### src/rtl/core/field_match_comb_metric_top_macros.svh
// ----------------------------------------------------------------------------
// Field match comb metric: assertion macros
// Concurrent check shorthands used by the top level's assertions.
// ----------------------------------------------------------------------------
`ifndef FIELD_MATCH_COMB_METRIC_TOP_MACROS_SVH
`define FIELD_MATCH_COMB_METRIC_TOP_MACROS_SVH

// Consequent must hold in the same cycle as the antecedent.
`define FMCM_ASSERT_SAME(label, ante, cons, msg) \
    label: assert property (@(posedge clk) disable iff (!rst_n) (ante) |-> (cons)) \
        else $error(msg);

// Consequent must hold in the cycle after the antecedent.
`define FMCM_ASSERT_NEXT(label, ante, cons, msg) \
    label: assert property (@(posedge clk) disable iff (!rst_n) (ante) |=> (cons)) \
        else $error(msg);

`endif

### src/rtl/core/fmcm_pkg.sv
// ----------------------------------------------------------------------------
// Field match comb metric: package
// Shared types, constants and comb arithmetic helpers.
// ----------------------------------------------------------------------------
package fmcm_pkg;

    // Size limits and configuration
    localparam int MAX_WIDTH_DEF  = 4096;
    localparam int MAX_HEIGHT_DEF = 4096;
    localparam int CFG_W          = 13;
    localparam logic [CFG_W-1:0] WIDTH_RST  = 13'd720;
    localparam logic [CFG_W-1:0] HEIGHT_RST = 13'd480;

    // Register index codes (paddr bit 2)
    localparam logic REG_IDX_WIDTH  = 1'b0;
    localparam logic REG_IDX_HEIGHT = 1'b1;

    // Field choice codes
    localparam logic [1:0] CHOICE_KEEP      = 2'd0;
    localparam logic [1:0] CHOICE_PREV_EVEN = 2'd1;
    localparam logic [1:0] CHOICE_PREV_ODD  = 2'd2;

    // Arithmetic widths
    localparam int SUM_W     = 44;
    localparam int DIFF_W    = 11;
    localparam int SQ_W      = 18;
    localparam int CSUM_W    = 20;
    localparam int RES_DEPTH = 8;

    // Input transfer
    typedef struct packed {
        logic [7:0] cur_red;
        logic [7:0] cur_green;
        logic [7:0] cur_blue;
        logic [7:0] prev_red;
        logic [7:0] prev_green;
        logic [7:0] prev_blue;
        logic       no_previous;
    } fmcm_pix_t;

    // Result transfer
    typedef struct packed {
        logic [1:0]       field_choice;
        logic [SUM_W-1:0] sum_alone;
        logic [SUM_W-1:0] sum_prev_even;
        logic [SUM_W-1:0] sum_prev_odd;
    } fmcm_res_t;

    // Pixel pair: previous frame in the upper half, red in the low byte
    typedef struct packed {
        logic [23:0] prv;
        logic [23:0] cur;
    } fmcm_px_t;

    // One line store word: two rows above and one row above
    typedef struct packed {
        fmcm_px_t two_above;
        fmcm_px_t above;
    } fmcm_line_t;

    localparam int LINE_W = $bits(fmcm_line_t);

    typedef logic [2:0][SQ_W-1:0] sq3_t;

    // above + below - 2*centre for one channel
    function automatic logic signed [DIFF_W-1:0] comb_diff(
        input logic [7:0] a,
        input logic [7:0] c,
        input logic [7:0] b
    );
        logic signed [DIFF_W-1:0] va;
        logic signed [DIFF_W-1:0] vb;
        logic signed [DIFF_W-1:0] vc2;
        va  = $signed({3'b000, a});
        vb  = $signed({3'b000, b});
        vc2 = $signed({2'b00, c, 1'b0});
        return va + vb - vc2;
    endfunction

    // Square of a difference; at most 510^2, fits 18 bits
    function automatic logic [SQ_W-1:0] square(input logic signed [DIFF_W-1:0] d);
        logic signed [2*DIFF_W-1:0] p;
        p = d * d;
        return p[SQ_W-1:0];
    endfunction

    // Per-channel squared comb terms of one column triple
    function automatic sq3_t comb_sq(
        input logic [23:0] a,
        input logic [23:0] c,
        input logic [23:0] b
    );
        sq3_t sq;
        for (int i = 0; i < 3; i++)
        begin
            sq[i] = square(comb_diff(a[8*i +: 8], c[8*i +: 8], b[8*i +: 8]));
        end
        return sq;
    endfunction

    // Channel sum of the squared terms
    function automatic logic [CSUM_W-1:0] sum3(input sq3_t sq);
        return CSUM_W'(sq[0]) + CSUM_W'(sq[1]) + CSUM_W'(sq[2]);
    endfunction

endpackage

### src/rtl/core/fmcm_fifo.sv
// ----------------------------------------------------------------------------
// Field match comb metric: result queue
// Small queue that decouples the pipeline from a stalled result receiver.
// ----------------------------------------------------------------------------
module fmcm_fifo #(
    parameter int DEPTH = fmcm_pkg::RES_DEPTH
) (
    input  logic                clk,
    input  logic                rst_n,
    input  logic                push,
    input  fmcm_pkg::fmcm_res_t push_data,
    input  logic                pop,
    output logic                valid,
    output fmcm_pkg::fmcm_res_t data
);

    localparam int AW = (DEPTH > 1) ? $clog2(DEPTH) : 1;
    localparam int CW = $clog2(DEPTH + 1);

    fmcm_pkg::fmcm_res_t mem_reg [DEPTH];
    logic [AW-1:0] wr_ptr_reg;
    logic [AW-1:0] rd_ptr_reg;
    logic [CW-1:0] count_reg;
    logic          pop_fire;

    assign pop_fire = pop && (count_reg != '0);

    // Pointers and fill level; the caller never pushes into a full queue
    always_ff @(posedge clk or negedge rst_n)
    begin
        if (!rst_n)
        begin
            wr_ptr_reg <= '0;
            rd_ptr_reg <= '0;
            count_reg  <= '0;
        end
        else
        begin
            if (push)
            begin
                wr_ptr_reg <= (wr_ptr_reg == AW'(DEPTH - 1)) ? '0 : wr_ptr_reg + 1'b1;
            end
            if (pop_fire)
            begin
                rd_ptr_reg <= (rd_ptr_reg == AW'(DEPTH - 1)) ? '0 : rd_ptr_reg + 1'b1;
            end
            count_reg <= count_reg + CW'(push) - CW'(pop_fire);
        end
    end

    // Entry storage
    always_ff @(posedge clk)
    begin
        if (push)
        begin
            mem_reg[wr_ptr_reg] <= push_data;
        end
    end

    assign valid = (count_reg != '0);
    assign data  = mem_reg[rd_ptr_reg];

endmodule

### config.mk
export PLATFORM = sky130hd
export DESIGN_NAME = fmcm_fifo
export DESIGN_NICKNAME = d
export VERILOG_FILES = /design/src/rtl/core/field_match_comb_metric_top_macros.svh /design/src/rtl/core/fmcm_pkg.sv /design/src/rtl/core/fmcm_fifo.sv
export SDC_FILE = /design/constraint.sdc
export NUM_CORES = 1
export LEC_CHECK = 0
export BUFFER_PORTS_ARGS = -buffer_cell sky130_fd_sc_hd__clkbuf_2
export CAP_MARGIN = 20
export CORE_UTILIZATION = 60
export DETAILED_ROUTE_END_ITERATION = 16
export PLACE_DENSITY_LB_ADDON = 0.05
export SYNTH_ARGS = -nofsm -noshare
export SYNTH_HDL_FRONTEND = slang
export SYNTH_SLANG_ARGS = --single-unit
### constraint.sdc
create_clock -name clk -period 12.6 [get_ports clk]
set_input_delay 1.26 -clock clk [delete_from_list [all_inputs] [get_ports clk]]
set_output_delay 1.26 -clock clk [all_outputs]
set_load 0.02 [all_outputs]
# Word level (Yosys, flattened, before mapping)
# Memories as Yosys holds them, arrays and structs flattened.
# Cells that the tools add are included.
word_totals:
  word_cells: 16
  mem_count: 1
  reg_bits: 10
  ramBits: 1072
  output_inout_bits: 135
memory_table:
  columns: ["name", "words", "word_bits", "rd", "rd_ports_with_merged_regs", "write_ports", "line", "text"]
  rows:
  - ["mem_reg", 8, 134, 1, 0, 1, "fmcm_fifo.sv:20", "fmcm_pkg::fmcm_res_t mem_reg [DEPTH];"]
classes:
  add_sub_neg: 4
  eq_ne: 2
  n_reduce_logical: 2
  muxes: 4
ops:
  columns: ["op", "count"]
  rows:
  - ["3-bit by 1-bit adder with 3-bit output (second input constant)", 2]
  - ["3-bit equality test (second input constant)", 2]
  - ["3-bit two-way mux", 2]
  - ["4-bit by 1-bit adder with 4-bit output", 1]
  - ["4-bit nonzero test", 1]
  - ["4-bit by 1-bit subtractor with 4-bit output", 1]
  - ["1-bit two-way mux", 2]
  - ["1-bit logical AND", 1]

# Logic depth before layout (Yosys ltp)
logic_depth:
  word_depth: 3
  depth_mapped: 11
  depth_no_buf: 11

# Worst setup path after synthesis
# OpenSTA, ideal clock, no wires.
synth_timing:
  path_kind: "input-to-reg"
  from: "in push"
  to: "mem mem_reg[0][0] in the netlist's numbering, enable pin"
  t_arrival_ns: 10.396
  setup_slack_ns: 1.413
  required_ns: 11.809
  n_path_buf: 0
  path_stages: 2
  setup_time_ns: 0.791
  path_cell_list: "nand2b_1 -> nor3_1"
synth_between:
  elab_chain_cells: 2
synth_lines:
  columns: ["element", "line", "text"]
  rows:
  - ["from (decl)", "fmcm_fifo.sv:10", "input logic push,"]
  - ["1-bit two-way mux", "fmcm_fifo.sv:54", "if (push)"]
  - ["1-bit two-way mux (implied by the code)", "fmcm_fifo.sv:56", "mem_reg[wr_ptr_reg] <= push_data;"]
  - ["to (decl)", "fmcm_fifo.sv:20", null]
# Every way passes these cells.

==> reports/metrics.cfg <==
[clock_network]
clkLatencyLatePin_ps=640
post_cts_resized=0
path_clk_slew_ps=60
tritoncts=built
clock_tree.root_cell=clkbuf_16
cts_hold_buf=0
numCtsBuffers=105
clockBufferDepth=3
numClockSinks=1082
htreeDepth=3
cts_setup_buffers=0

[floorplan]
start_util=0.6065
die_w_um=262.8
core-area_um2=67280
die_h_um=262.8
die-area_um2=69050
row_count=95
pin_count=273

[min_path]
min_path_type=input pin to asynchronous set/reset pin

[worst_setup_path]
cpMostUsedCell=buf_4
cp.arrival_ps=4140
cp_data_required_time_ps=11340
cp_num_buf_inv=3
timing.rr.end=mem_reg[5][21]$_DFFE_PP_
path_cells=buf_4 > buf_4 > mux4_2 > mux2_2 > clkbuf_2
crit_fanout=73
cp-end-kind=primary output
path_delay_family=buffers and inverters
r2r_start=wr_ptr_reg[1]$_DFFE_PN0P_
slowest_stage=buf_4
start_kind=flop
r2r_setup_slack_ps=9550
r2r_cells=5
critical_path.max_stage_delay_ps=920
critical_path_class=flop to primary output

[logic_synthesis]
seq_area_frac_synth=0.7951
synthFlopType=edfxtp_1
yosys.area.top_type=edfxtp_1
synth.distinct_cells=22
synth_top_area_share=0.7890
synth_edf_count=1072
yosys-top-cells-count=1,072 x edfxtp_1, 268 x mux4_2, 139 x mux2_2
synth_warnings=0
synthTopCellsByArea=edfxtp_1 79%, mux4_2 15%, mux2_2 3.8%, dfrtp_1 0.61%, buf_6 0.61%
syn_nets=1754
syn_area_um2=40800
syn_area_per_cell_um2=25.41
syn_inst=1606
async_flop_share=0.009242
yosys.cell_count.top_type=edfxtp_1
ys_ff_latch=1082

[place]
hpwlAfterDp_um=40270
placed_cells=2707
portBuffers=272
place.gp.congestion=0.7096

[sta]
setup_viol=0
tightest_slew_ps=1108
rsz0062_at_grt=no
hold_ws_ps=486.9
finalHoldViolations=0
max-slew-margin-rel=0.2610
finalSetupTns_ps=0
min_period_over_period=0.4289
drv_slew=0
min_period_ps=5404
max_freq_ghz=0.1850
finClkSkew_ps=14.01

[cells_and_area]
fin_nets=2090
syn_to_final_growth_pct=14.13
final_layout_size_suffix_gt1_frac=0.4236
fin_util=0.6922
largest_reg_flops=1072
final-instance-count-excl-fill=2908
fillCellCount=4106

[route]
dr.pass1.iters=5
ant_nets=0
drcViolationCount=0
routed_wl_um=78410
routed_via_density=6.067
post_drt_wl_per_cell_um=26.96
vias=17640
drt_iter0_drc=1520

[power_and_ir_drop]
total_power_uw=11230
powerDensity_nw_per_um2=241.1
ir_drop_v=0.0002264
leakage_uw=0.01523

[outcome]
status=completed

[global_routing]
grt_max_degree=135
antenna_found_initial=13
grt_pass1_vias=19060
grt_usage=0.2338
grt_pass1_wl_um=118200
overflow=0

[job]
drv_cap=0

-- final cells by class --
type,count,area (um^2),area share
Timing Repair Buffer,304,1684,0.03616
Multi-Input combinational cell,441,7914,0.1699
Sequential cell,1082,32450,0.6969
Antenna cell,5,12.51,0.0002687
Clock buffer,129,2781,0.05973
Tap cell,873,1092,0.02346
Clock inverter,66,601.8,0.01292
Inverter,8,30.03,0.0006448
-- report_power, final --
part | switching [uW] | leakage, uW | internal [uW]
logic | 1980 | 0.00373 | 1530
registers | 144 | 0.00985 | 4510
clock network | 1260 | 0.00165 | 1800
-- how the worst max path moves through the flow --
stage / startpoint / endpoint / slack, ps / cells after the start
after floorplan: push / mem_reg[0][0]$_DFFE_PP_ / 1410 / 2
after global placement: rd_ptr_reg[0]$_DFFE_PN0P_ / data[86] / 7600 / 5
after detailed placement: rd_ptr_reg[0]$_DFFE_PN0P_ / data[121] / 7590 / 5
after CTS: rd_ptr_reg[0]$_DFFE_PN0P_ / data[121] / 6870 / 5
after global routing: rd_ptr_reg[0]$_DFFE_PN0P_ / data[86] / 6940 / 6
final: rd_ptr_reg[2]$_DFFE_PN0P_ / data[18] / 7200 / 5
-- through the flow --
step	worst slack, ps	instance area (um^2)
floorplan	1413	40800
global placement	7603	43130
detailed placement	7587	43150
CTS	6869	46530
global route	6938	46560
finish	7196	46570
-- layer usage --
layer	share of wire	global-route usage	up-vias
met5	0.0015	0	-
met3	0.065	0.06091	127
li1	-	-	7598
met2	0.50	0.3807	442
met1	0.41	0.3189	9459
met4	0.023	0.06184	18
-- cell usage in the layout, fill, tap and decap left out, types with 2 or more instances in the layout --
cell and count:
clkinv_2 14, edfxtp_1 1072, nand2b_1 2, nor2_4 6, clkbuf_1 21, clkinv_1 37
nand2_1 4, clkbuf_16 108, diode_2 5, mux2_2 139, dfrtp_1 7, dfrtp_4 3
buf_12 5, inv_1 8, nor3_2 2, nor2_1 2, xor2_1 2, ha_1 9
bufinv_16 12, mux4_2 268, clkbuf_2 272, buf_4 26
-- logic make-up (layout without fill, tap and decap cells) --
logic type	count (synthesis)	in the layout	share of synthesized area
AO/OA/AOI/OAI	3	3	0.0004291
XOR/XNOR	2	2	0.0004294
adder cells (fa/ha/maj)	10	10	0.003251
buffers and inverters	83	507	0.01230
flip-flops	1082	1082	0.7951
multiplexers	407	407	0.1863
other	0	5	0
AND/OR/NAND/NOR	19	19	0.002208
No activity file was read; power rests on OpenSTA's default activity.
